[src/design/kptab_pkg.sv]
// kptab_pkg: shared constants, command codes, controller states and the
// control/status structs of the keyed point table.
// No dependencies.
package kptab_pkg;

    localparam int ENTRIES_DEF   = 64;
    localparam int KEY_BYTES_DEF = 24;

    localparam int KEY_WORD_W = 64;
    localparam int KEY_WORDS  = 3;
    localparam int VALUE_W    = 32;
    localparam int KIND_W     = 3;
    localparam int STATUS_W   = 2;

    localparam int S_TDATA_W = KEY_WORDS * KEY_WORD_W + VALUE_W;
    localparam int S_TUSER_W = 8;
    localparam int M_TDATA_W = VALUE_W;
    localparam int M_TUSER_W = 8;

    localparam logic [KIND_W-1:0] KIND_INSERT = 3'd0;
    localparam logic [KIND_W-1:0] KIND_QUERY  = 3'd1;
    localparam logic [KIND_W-1:0] KIND_MODIFY = 3'd2;
    localparam logic [KIND_W-1:0] KIND_DELETE = 3'd3;
    localparam logic [KIND_W-1:0] KIND_CLEAR  = 3'd4;

    localparam logic [STATUS_W-1:0] STATUS_OK   = 2'd0;
    localparam logic [STATUS_W-1:0] STATUS_ERR  = 2'd1;
    localparam logic [STATUS_W-1:0] STATUS_FULL = 2'd2;

    typedef enum logic [2:0] {
        ST_INIT,
        ST_IDLE,
        ST_DECODE,
        ST_SCAN,
        ST_DRAIN,
        ST_CLEAR,
        ST_DONE
    } state_t;

    typedef struct packed {
        logic load;
        logic cnt_inc;
        logic rd_en;
        logic clr_wr;
        logic commit;
    } kptab_ctl_t;

    typedef struct packed {
        logic op_clear;
        logic op_scan;
        logic scan_end;
        logic sweep_end;
        logic out_free;
    } kptab_sts_t;

endpackage

[src/design/kptab_ctrl.sv]
// kptab_ctrl: command sequencer of the keyed point table.
// Depends on kptab_pkg.
module kptab_ctrl import kptab_pkg::*; (
    input  logic       aclk,
    input  logic       aresetn,
    input  logic       s_tvalid,
    output logic       s_tready,
    input  kptab_sts_t sts,
    output kptab_ctl_t ctl
);

    state_t state_reg;
    state_t state_next;

    always_ff @(posedge aclk) begin
        if (!aresetn) begin
            state_reg <= ST_INIT;
        end else begin
            state_reg <= state_next;
        end
    end

    always_comb begin
        state_next = state_reg;
        ctl        = '0;
        s_tready   = 1'b0;
        unique case (state_reg)
            ST_INIT: begin
                ctl.clr_wr  = 1'b1;
                ctl.cnt_inc = 1'b1;
                if (sts.sweep_end) begin
                    state_next = ST_IDLE;
                end
            end
            ST_IDLE: begin
                s_tready = 1'b1;
                if (s_tvalid) begin
                    ctl.load   = 1'b1;
                    state_next = ST_DECODE;
                end
            end
            ST_DECODE: begin
                if (sts.op_clear) begin
                    state_next = ST_CLEAR;
                end else if (sts.op_scan) begin
                    state_next = ST_SCAN;
                end else begin
                    state_next = ST_DONE;
                end
            end
            ST_SCAN: begin
                ctl.rd_en   = 1'b1;
                ctl.cnt_inc = 1'b1;
                if (sts.scan_end) begin
                    state_next = ST_DRAIN;
                end
            end
            ST_DRAIN: begin
                state_next = ST_DONE;
            end
            ST_CLEAR: begin
                ctl.clr_wr  = 1'b1;
                ctl.cnt_inc = 1'b1;
                if (sts.sweep_end) begin
                    state_next = ST_DONE;
                end
            end
            ST_DONE: begin
                if (sts.out_free) begin
                    ctl.commit = 1'b1;
                    state_next = ST_IDLE;
                end
            end
            default: begin
                state_next = ST_INIT;
            end
        endcase
    end

`ifndef NO_ASSERTIONS
    a_scan_runs: assert property (@(posedge aclk) disable iff (!aresetn)
        (state_reg == ST_SCAN && !sts.scan_end) |=> state_reg == ST_SCAN)
        else $error("scan left before last entry");
    a_done_waits: assert property (@(posedge aclk) disable iff (!aresetn)
        (state_reg == ST_DONE && !sts.out_free) |=> state_reg == ST_DONE)
        else $error("result dropped while output busy");
`endif

endmodule

[config.mk]
export PLATFORM = sky130hd
export DESIGN_NAME = kptab_ctrl
export DESIGN_NICKNAME = d
export VERILOG_FILES = /design/src/design/kptab_pkg.sv /design/src/design/kptab_ctrl.sv
export SDC_FILE = /design/constraint.sdc
export NUM_CORES = 1
export LEC_CHECK = 0
export BUFFER_PORTS_ARGS = -buffer_cell sky130_fd_sc_hd__buf_2
export CAP_MARGIN = 0
export CORE_AREA = 2 2 39 41
export CTS_CLUSTER_SIZE = 40
export DETAILED_ROUTE_END_ITERATION = 16
export DIE_AREA = 0 0 41 43
export HOLD_SLACK_MARGIN = 0.15
export PLACE_DENSITY = 0.44
export SLEW_MARGIN = 20
export SYNTH_ARGS = -nofsm -noshare
export SYNTH_HDL_FRONTEND = slang
export SYNTH_SLANG_ARGS = --single-unit
[constraint.sdc]
create_clock -name aclk -period 1.52 [get_ports aclk]
set_input_delay 0.152 -clock aclk [delete_from_list [all_inputs] [get_ports aclk]]
set_output_delay 0.152 -clock aclk [all_outputs]
set_load 0.02 [all_outputs]
==> metrics.csv, run 1 <==
stage,metric,value,unit
status,status,completed,
yosys,post-synthesis instance total,34,
drt,DR iter-0 viols,1,
critical_path,reg-to-reg critical path startpoint,state_reg[0]$_SDFFE_PN0P_,
drt,total DRC errors in the routed layout,0,
finish,"commonest non-fill, non-tap cell in the layout",buf_2,
finish,Layout area overhead,44.1,%
critical_path,maximum net fanout on the critical path,7,
critical_path,Critical Path Start,state_reg[2]$_SDFFE_PN0P_,
critical_path,"Arr. time, crit path",1260,ps
power_and_ir_drop,power density cells,1970,mW/mm^2
sta,transition time at the pin with the least slew margin,231,ps
sta,part of the cycle the worst path needs,0.932,
drt,wire length per cell after detailed routing,9.52,um
sta,count of endpoints failing setup in the final report,0,
die,effective utilization at floorplan,0.191,
drt,post-route ant nets,0,
sta,slew margin rel.,0.846,
clock_tree,clock tree from TritonCTS,done,
die,number of top-level pins,14,
sta,achievable frequency,706,MHz
power_and_ir_drop,leakage power,0.177,nW
sta,final-report hold violation count,0,
yosys,proportion of synthesized chip area in sequential cells,0.227,
critical_path,family with the most delay on the worst path,simple AND/OR/NAND/NOR gates,
die,core area,0.00138,sq mm
clock_tree,TritonCTS sink count,3,
run,max-cap check violation count,0,
finish,area of the multi-input gates,185,sq um
yosys,summed instance area of the synthesized netlist,264,sq um
sta,max-slew violation count,0,
drt,number of vias in the routed layout,305,
yosys,net count after synthesis,42,
grt,wire length of the first global-routing pass,986,um
critical_path,worst path buffer plus inverter count,1,
yosys,count of state elements after synthesis,3,
drt,drt first pass iters,2,
die,DIE AREA,0.00176,sq mm
critical_path,"Worst Path Class, Setup",flip-flop to output pin,
sta,WHS,167,ps
yosys,Netlist cell types,25,
die,Die Y-Extent,43,um
sta,"Min Clock Period, post-route",1420,ps
placed_design,Port Buffers,13,
finish,final instance area,380,sq um
min_path,source of the worst hold timing path,aresetn,
placed_design,final HPWL from detailed placement,532,um
sta,worst clock skew,10.1,ps
grt,number of antenna violations at the first check in global routing,0,
finish,flip-flop count of the largest register after layout,3,
critical_path,startpoint type of the worst setup path,flip-flop,
sta,"crit path setup slack, layout",103,ps
finish,share of final-layout standard cells stronger than drive strength 1,0.471,
clock_tree,TritonCTS buffer count,3,
finish,number of nets in the finished design,60,
critical_path,crit end category,output pin,
sta,setup TNS,0,ps
clock_tree,CTS clock-pin slew for the worst setup and hold paths,40,ps
grt,number of global-route vias before repair,291,
min_path,type of the tightest min-delay check,input pin to flip-flop,
grt,maximum number of pins on one net before global-route repair,9,
drt,vias per std cell,4.55,
sta,RSZ-0062 raised after global routing,false,
power_and_ir_drop,worst vdd rail ir drop,0.503,mV
placed_design,worst setup timing slack at the placement stage,224,ps
clock_tree,setup bufs post-CTS,0,
clock_tree,number of buffers between clock root and the deepest sink,2,
finish,most frequent cells in the layout,"buf_2 (13), inv_1 (3), nand2b_1 (3), clkbuf_4 (3)",
die,Die W,41,um
yosys,area fraction of the dominant cell type after synthesis,0.227,
grt,Overall Global Routing Usage,0.0843,
clock_tree,Root Driver,clkbuf_4,
die,number of placement rows,14,
critical_path,data required time at the worst endpoint,1370,ps
critical_path,highest-delay cell along the critical path,dfxtp_4,
clock_tree,clock latency of the later-clocked register in the worst-skew pair,240,ps
finish,Filler Cell Count,151,
yosys,Syn. warnings,0,
yosys,number of flops mapped to enable cells by yosys,0,
finish,sequential standard cell area,65.1,sq um
yosys,largest area contributor in the synthesized netlist,dfxtp_1,
critical_path,sequence of cells on the critical path,and2b_1 > and2_1 > nand2b_1 > buf_2,
yosys,"top cells by area, synth","dfxtp_1 (23%), nand2b_1 (7.1%), nor3b_2 (4.7%), inv_1 (4.3%), mux2i_1 (3.8%)",
placed_design,standard cell area after detailed placement,349,sq um
yosys,average footprint of a synthesized cell,7.76,sq um
drt,total detailed-routing wirelength,638,um
grt,Overflow after GRT,0,
clock_tree,depth of the CTS H-tree,1,
yosys,most common flop cell mapped by yosys,dfxtp_1,
critical_path,maximum single-stage delay on the critical path,380,ps
yosys,"FFs w/ async S/R, synth",0,
placed_design,final weighted congestion in routability-driven placement,0.675,
finish,Antenna Cells,0,
==> worst register-to-register path, stage by stage, from the launching register on <==
cell	delay [ps]
dfxtp_1	440
or2b_1	270
o32a_1	200
o21ai_2	70
mux2i_1	190
==> synthesized netlist by cell type, drive strengths merged, types with 2 or more instances <==
cell type	number
and2	2
o21ai	3
inv	3
dfxtp	3
nand2b	4
nor3b	2
nor2	2
nand2	3
==> stage by stage <==
step / std cells / total power, W / util
4_1_cts: 67 / 0.000755 / 0.272
6_report: 67 / 0.000750 / 0.275
3_3_place_gp: 63 / 0.000613 / 0.252
3_5_place_dp: 63 / 0.000607 / 0.252
5_1_grt: 67 / 0.000808 / 0.275
2_1_floorplan: 34 / 0.000483 / -
==> routing by layer <==
metal,GRT usage,up-vias,routed length (um)
met2,0.141,8,347
met4,0.0800,0,11
li1,-,152,-
met5,0,-,0
met3,0.0157,2,27
met1,0.0769,143,251
==> report_power, final <==
| group | internal [W] | switching, W |
|---|---|---|
| clock | 0.0000988 | 0.0000472 |
| sequential | 0.000114 | 0.0000556 |
| combinational | 0.000193 | 0.000242 |
==> repair_timing <==
item | 4_1_cts | 5_1_grt
setup endpoints to repair | 1 | 1
gates resized for setup | 1 | 2
hold buffers | 0 | 0
==> cells by family (layout without fill, tap and decap cells) <==
kind of cell           Yosys count  in the layout  synth area share
multiplexers                     1              1            0.0379
AO/OA/AOI/OAI                    8              8             0.213
AND/OR/NAND/NOR                 17             17             0.417
flip-flops                       3              3             0.227
XOR/XNOR                         1              1            0.0332
buffers and inverters            4             21            0.0711
==> cell type report <==
cell class	count	area share
clock buffers	4	0.0691
inverters	3	0.0296
multi-input cells	27	0.487
flip-flops and latches	3	0.171
well taps	16	0.0526
repair buffers	14	0.191
==> path summary, 6_finish.rpt <==
kind         cells past startpoint  slack [ps]                        end
min reg2reg                      2         560  state_reg[0]$_SDFFE_PN0P_
min                              3         170  state_reg[1]$_SDFFE_PN0P_
max reg2reg                      4         280  state_reg[0]$_SDFFE_PN0P_
max                              4         100                     ctl[3]
(Power assumes the default switching activity.)
==> run 2: changes to the inputs <==
--- a/config.mk
+++ b/config.mk
@@ -7,3 +7,2 @@
 export LEC_CHECK = 0
-export BUFFER_PORTS_ARGS = -buffer_cell sky130_fd_sc_hd__buf_2
 export CAP_MARGIN = 0
@@ -13,4 +12,5 @@
 export DIE_AREA = 0 0 41 43
+export DONT_BUFFER_PORTS = 1
 export HOLD_SLACK_MARGIN = 0.15
-export PLACE_DENSITY = 0.44
+export PLACE_DENSITY = 0.35
 export SLEW_MARGIN = 20
==> constraint.sdc (replaced) <==
create_clock -name aclk -period 1.52 [get_ports aclk]
set_input_delay 0 -clock aclk [delete_from_list [all_inputs] [get_ports aclk]]
set_output_delay 0 -clock aclk [all_outputs]
set_load 0.02 [all_outputs]
==> run 2 against run 1 <==
Net effect:
- clock skew fell by 9.2 ps
- sequential share of layout area fell by 2.2 points
- cell count down 4.5%
- total power fell by 4.4%
- non-clock buffer count shrank 3
- die area stayed put
- first-iteration DRC count rose to 3.0 times the previous value
- wire length decreased by 0.78%
- critical path type unchanged
- critical endpoint unchanged
==> metrics.csv, run 2 (synthesis gave the netlist of run 1 again) <==
stage,metric,value,unit
status,status,completed,
sta,transition time at the pin with the least slew margin,261,ps
drt,DR iter-0 viols,3,
power_and_ir_drop,sequential fraction of design power,0.232,
clock_tree,number of buffers between clock root and the deepest sink,2,
sta,setup TNS,0,ps
finish,flip-flop count of the largest register after layout,3,
drt,drt first pass iters,2,
critical_path,"Arr. time, crit path",1430,ps
grt,number of global-route vias before repair,264,
drt,total DRC errors in the routed layout,0,
finish,Layout area overhead,52.6,%
clock_tree,depth of the CTS H-tree,1,
clock_tree,Root Driver,clkbuf_4,
run,max-cap check violation count,0,
grt,maximum number of pins on one net before global-route repair,10,
die,effective utilization at floorplan,0.191,
sta,slew margin rel.,0.826,
die,core area,0.00138,sq mm
clock_tree,clock latency of the later-clocked register in the worst-skew pair,230,ps
drt,wire length per cell after detailed routing,9.89,um
placed_design,Port Buffers,0,
sta,achievable frequency,697,MHz
drt,number of vias in the routed layout,279,
finish,Antenna Cells,0,
sta,"Min Clock Period, post-route",1430,ps
critical_path,"Worst Path Class, Setup",flip-flop to output pin,
die,Die Y-Extent,43,um
clock_tree,clock tree from TritonCTS,done,
critical_path,maximum net fanout on the critical path,7,
power_and_ir_drop,power density cells,1780,mW/mm^2
grt,Overall Global Routing Usage,0.0853,
grt,wire length of the first global-routing pass,1020,um
sta,max-slew violation count,0,
power_and_ir_drop,combinational power share,0.576,
die,number of placement rows,14,
power_and_ir_drop,worst vdd rail ir drop,0.490,mV
placed_design,final weighted congestion in routability-driven placement,0.816,
die,Die W,41,um
clock_tree,TritonCTS buffer count,3,
clock_tree,CTS clock-pin slew for the worst setup and hold paths,40,ps
critical_path,crit end category,output pin,
grt,Overflow after GRT,0,
sta,worst clock skew,0.826,ps
power_and_ir_drop,leakage power,0.165,nW
critical_path,data required time at the worst endpoint,1520,ps
sta,part of the cycle the worst path needs,0.943,
min_path,type of the tightest min-delay check,input pin to output pin,
sta,final-report hold violation count,0,
finish,"commonest non-fill, non-tap cell in the layout",dlygate4sd3_1,
sta,RSZ-0062 raised after global routing,false,
die,DIE AREA,0.00176,sq mm
sta,WHS,261,ps
finish,share of final-layout standard cells stronger than drive strength 1,0.250,
finish,most frequent cells in the layout,"dlygate4sd3_1 (7), buf_4 (4)",
clock_tree,TritonCTS sink count,3,
placed_design,final HPWL from detailed placement,508,um
clock_tree,Resized cells post-CTS,0,
sta,count of endpoints failing setup in the final report,0,
critical_path,startpoint type of the worst setup path,flip-flop,
power_and_ir_drop,switching power total,0.000333,W
power_and_ir_drop,switching part of the total power,0.464,
die,number of top-level pins,14,
finish,number of nets in the finished design,57,
grt,number of antenna violations at the first check in global routing,0,
power_and_ir_drop,clock network power share,0.192,
drt,total detailed-routing wirelength,633,um
power_and_ir_drop,internal power of the cells,0.000385,W
drt,post-route ant nets,0,
drt,vias per std cell,4.36,
run 2: changes by cell type in the layout (fill, tap and decap cells not counted), sizes merged:
cell / previous run / this run
buf: 14 / 4
dlygate4sd3: 0 / 7
run 2: metal layers:
| metal | vias up | track usage | wire, um | share of wire |
|---|---|---|---|---|
| met3 | 0 | 0.0366 | 38 | 0.060 |
| met5 | - | 0 | 0 | 0 |
| li1 | 146 | - | - | - |
| met1 | 127 | 0.0929 | 271 | 0.43 |
| met2 | 6 | 0.125 | 323 | 0.51 |
| met4 | 0 | 0.0600 | 0 | 0 |
run 2: worst paths after layout:
path / start / to / slack [ps] / cells after the start
worst max-delay path: state_reg[2]$_SDFFE_PN0P_ / ctl[3] / 90 / 3
worst min register to register: state_reg[0]$_SDFFE_PN0P_ / state_reg[0]$_SDFFE_PN0P_ / 570 / 2
worst min-delay path: sts[0] / ctl[0] / 260 / 2
worst max register to register: state_reg[0]$_SDFFE_PN0P_ / state_reg[0]$_SDFFE_PN0P_ / 250 / 4
run 2: metrics by stage:
| stage | total power [W] | area [sq um] | util | instances | worst slack (ps) |
|---|---|---|---|---|---|
| global route | 0.000787 | 403 | 0.291 | 64 | 6.11 |
| finish | 0.000718 | 403 | 0.291 | 64 | 86.0 |
| global placement | 0.000569 | 307 | 0.222 | 53 | 224 |
| floorplan | 0.000483 | 264 | - | 34 | 176 |
| CTS | 0.000733 | 403 | 0.291 | 64 | 69.7 |
| detailed placement | 0.000566 | 307 | 0.222 | 53 | 249 |
run 2: area by class of cell:
cell class / instances / area, sq um
Inverter: 3 / 11.3
Tap cell: 16 / 20.0
Timing Repair Buffer: 11 / 100
Multi-Input combinational cell: 27 / 185
Fill cell: 158 / 981
Sequential cell: 3 / 60.1
Clock buffer: 4 / 26.3
run 2: repair_timing:
action	CTS	global route
hold buffers	7	0
setup endpoints to repair	0	0
setup buffers	0	0
endpoints found under the hold margin	3	0
run 2: critical path: stages (launching register included):
cell,delay (ps)
dfxtp_1,460
and2b_1,240
and2_1,240
nand2b_1,270
run 2: power by group through the flow:
stage	registers, W	logic, W	clock network [W]
floorplan	0.000138	0.000345	0
global placement	0.000170	0.000399	0
detailed placement	0.000167	0.000399	0
CTS	0.000165	0.000418	0.000149
global route	0.000174	0.000454	0.000159
finish	0.000166	0.000413	0.000138
==> run 3: changes to the inputs <==
--- a/config.mk
+++ b/config.mk
@@ -14,3 +14,3 @@
 export HOLD_SLACK_MARGIN = 0.15
-export PLACE_DENSITY = 0.35
+export PLACE_DENSITY = 0.36
 export SLEW_MARGIN = 20
==> constraint.sdc (replaced) <==
create_clock -name aclk -period 1.3 [get_ports aclk]
set_input_delay 0 -clock aclk [delete_from_list [all_inputs] [get_ports aclk]]
set_output_delay 0 -clock aclk [all_outputs]
set_load 0.005 [all_outputs]
==> run 3 against run 2 <==
Net effect:
- die area unchanged
- critical path depth up 1
- global-route usage up 1.1 points
- sequential share of layout area up 1.4 points
- sequential cell count unchanged
- first-iteration DRC count unchanged
- critical endpoint is now state_reg[0]$_SDFFE_PN0P_
==> metrics.csv, run 3 (synthesis gave the netlist of run 1 again) <==
stage,metric,value,unit
status,status,completed,
die,effective utilization at floorplan,0.191,
drt,total DRC errors in the routed layout,0,
power_and_ir_drop,power density cells,1880,mW/mm^2
critical_path,crit end category,flip-flop,
min_path,hold path endpoint,state_reg[2]$_SDFFE_PN0P_,
run,max-cap check violation count,0,
drt,total detailed-routing wirelength,671,um
clock_tree,clock latency of the later-clocked register in the worst-skew pair,230,ps
sta,achievable frequency,832,MHz
drt,DR iter-0 viols,3,
drt,vias per std cell,4.48,
critical_path,worst reg2reg endpoint,state_reg[0]$_SDFFE_PN0P_,
drt,wire length the detailed router placed on met1,292,um
critical_path,maximum net fanout on the critical path,8,
drt,uppermost routed layer,met3,
finish,Antenna Cells,0,
die,number of top-level pins,14,
finish,most frequent cells in the layout,"dlygate4sd3_1 (7), inv_1 (3), nand2b_1 (3), clkbuf_4 (3), dfxtp_2 (3)",
power_and_ir_drop,worst vdd rail ir drop,0.627,mV
sta,part of the cycle the worst path needs,0.924,
finish,flip-flop count of the largest register after layout,3,
sta,slew margin rel.,0.839,
finish,number of nets in the finished design,55,
power_and_ir_drop,leakage power,0.155,nW
drt,number of vias in the routed layout,278,
clock_tree,Root Driver,clkbuf_4,
critical_path,startpoint type of the worst setup path,flip-flop,
sta,transition time at the pin with the least slew margin,241,ps
finish,Layout area overhead,48.3,%
critical_path,"Arr. time, crit path",1360,ps
critical_path,depth of the most critical reg-to-reg path,4,
critical_path,data required time at the worst endpoint,1450,ps
placed_design,final weighted congestion in routability-driven placement,0.750,
grt,Overflow after GRT,0,
finish,Filler Cell Count,164,
finish,final instance area,392,sq um
clock_tree,depth of the CTS H-tree,1,
min_path,WHS Path Cells,3,
die,number of placement rows,14,
clock_tree,clock tree from TritonCTS,done,
min_path,type of the tightest min-delay check,input pin to flip-flop,
clock_tree,CTS clock-pin slew for the worst setup and hold paths,40,ps
drt,post-route ant nets,0,
die,Die W,41,um
clock_tree,number of buffers between clock root and the deepest sink,2,
critical_path,reg-to-reg critical path startpoint,state_reg[0]$_SDFFE_PN0P_,
finish,"commonest non-fill, non-tap cell in the layout",dlygate4sd3_1,
drt,drt first pass iters,3,
critical_path,"Worst Path Class, Setup",flip-flop to flip-flop,
grt,maximum number of pins on one net before global-route repair,9,
drt,wire length per cell after detailed routing,10.8,um
grt,Overall Global Routing Usage,0.0963,
die,Die Y-Extent,43,um
clock_tree,TritonCTS sink count,3,
grt,wire length of the first global-routing pass,1110,um
drt,met2 routed wirelength,347,um
placed_design,final HPWL from detailed placement,533,um
drt,WL met3,30,um
sta,max-slew violation count,0,
grt,number of antenna violations at the first check in global routing,0,
finish,share of final-layout standard cells stronger than drive strength 1,0.283,
sta,setup TNS,0,ps
sta,worst clock skew,0.856,ps
placed_design,Port Buffers,0,
power_and_ir_drop,Pwr Total,0.000735,W
placed_design,standard cell area after detailed placement,292,sq um
grt,number of global-route vias before repair,275,
die,DIE AREA,0.00176,sq mm
sta,RSZ-0062 raised after global routing,false,
sta,"Min Clock Period, post-route",1200,ps
min_path,source of the worst hold timing path,aresetn,
critical_path,setup slack of the worst register-to-register path,100,ps
sta,count of endpoints failing setup in the final report,0,
sta,final-report hold violation count,0,
die,core area,0.00138,sq mm
clock_tree,TritonCTS buffer count,3,
critical_path,Critical Path Start,state_reg[0]$_SDFFE_PN0P_,
[run 3: changes by cell type in the layout (fill, tap and decap cells not counted), sizes merged]
cell  previous run  this run
buf              4         2
[run 3: stage by stage]
step | utilization | worst slack, ps | hold WS, ps | std cells
detailed placement | 0.211 | 40.8 | 131 | 51
global route | 0.283 | 43.7 | 538 | 62
floorplan | - | 198 | 125 | 34
CTS | 0.280 | 10.4 | 501 | 62
finish | 0.283 | 98.7 | 506 | 62
global placement | 0.211 | -1.55 | 133 | 51
[run 3: worst max-delay path by stage]
stage,to,slack (ps),depth (start not counted)
2_1_floorplan,state_reg[1]$_SDFFE_PN0P_,200,5
3_3_place_gp,state_reg[0]$_SDFFE_PN0P_,-2,4
3_5_place_dp,state_reg[0]$_SDFFE_PN0P_,40,4
4_1_cts,ctl[3],10,3
5_1_grt,ctl[3],40,3
6_report,state_reg[0]$_SDFFE_PN0P_,100,4
[run 3: cell type report]
type	count	area, sq um	share of cell area
multi-input combinational	27	185	0.473
timing repair buffer	9	85.1	0.217
clock buffer	4	26.3	0.0671
inverter	3	11.3	0.0288
sequential	3	63.8	0.163
tap	16	20.0	0.0511
[run 3: report_power, final]
part / internal, W / total (W) / switching [W]
Combinational: 0.000195 / 0.000368 / 0.000173
Clock: 0.000115 / 0.000165 / 0.0000499
Sequential: 0.000135 / 0.000201 / 0.0000661
Total: 0.000446 / 0.000735 / 0.000289
[run 3: routing by layer]
layer | vias up | global-route usage
li1 | 145 | -
met1 | 128 | 0.119
met2 | 5 | 0.125
met3 | 0 | 0.0209
met4 | 0 | 0.100
met5 | - | 0
[run 3: critical path, cell delays in order, from the launching register on]
cell and delay [ps]:
dfxtp_2 370, or2b_1 260, o32a_1 220, o21ai_2 80, mux2i_1 190
[run 3: what timing repair did]
item,CTS,global route
endpoints found under the setup margin,0,2
buffers inserted,0,0
hold buffers,7,0
hold endpoints to repair,5,0
gates resized for setup,0,3
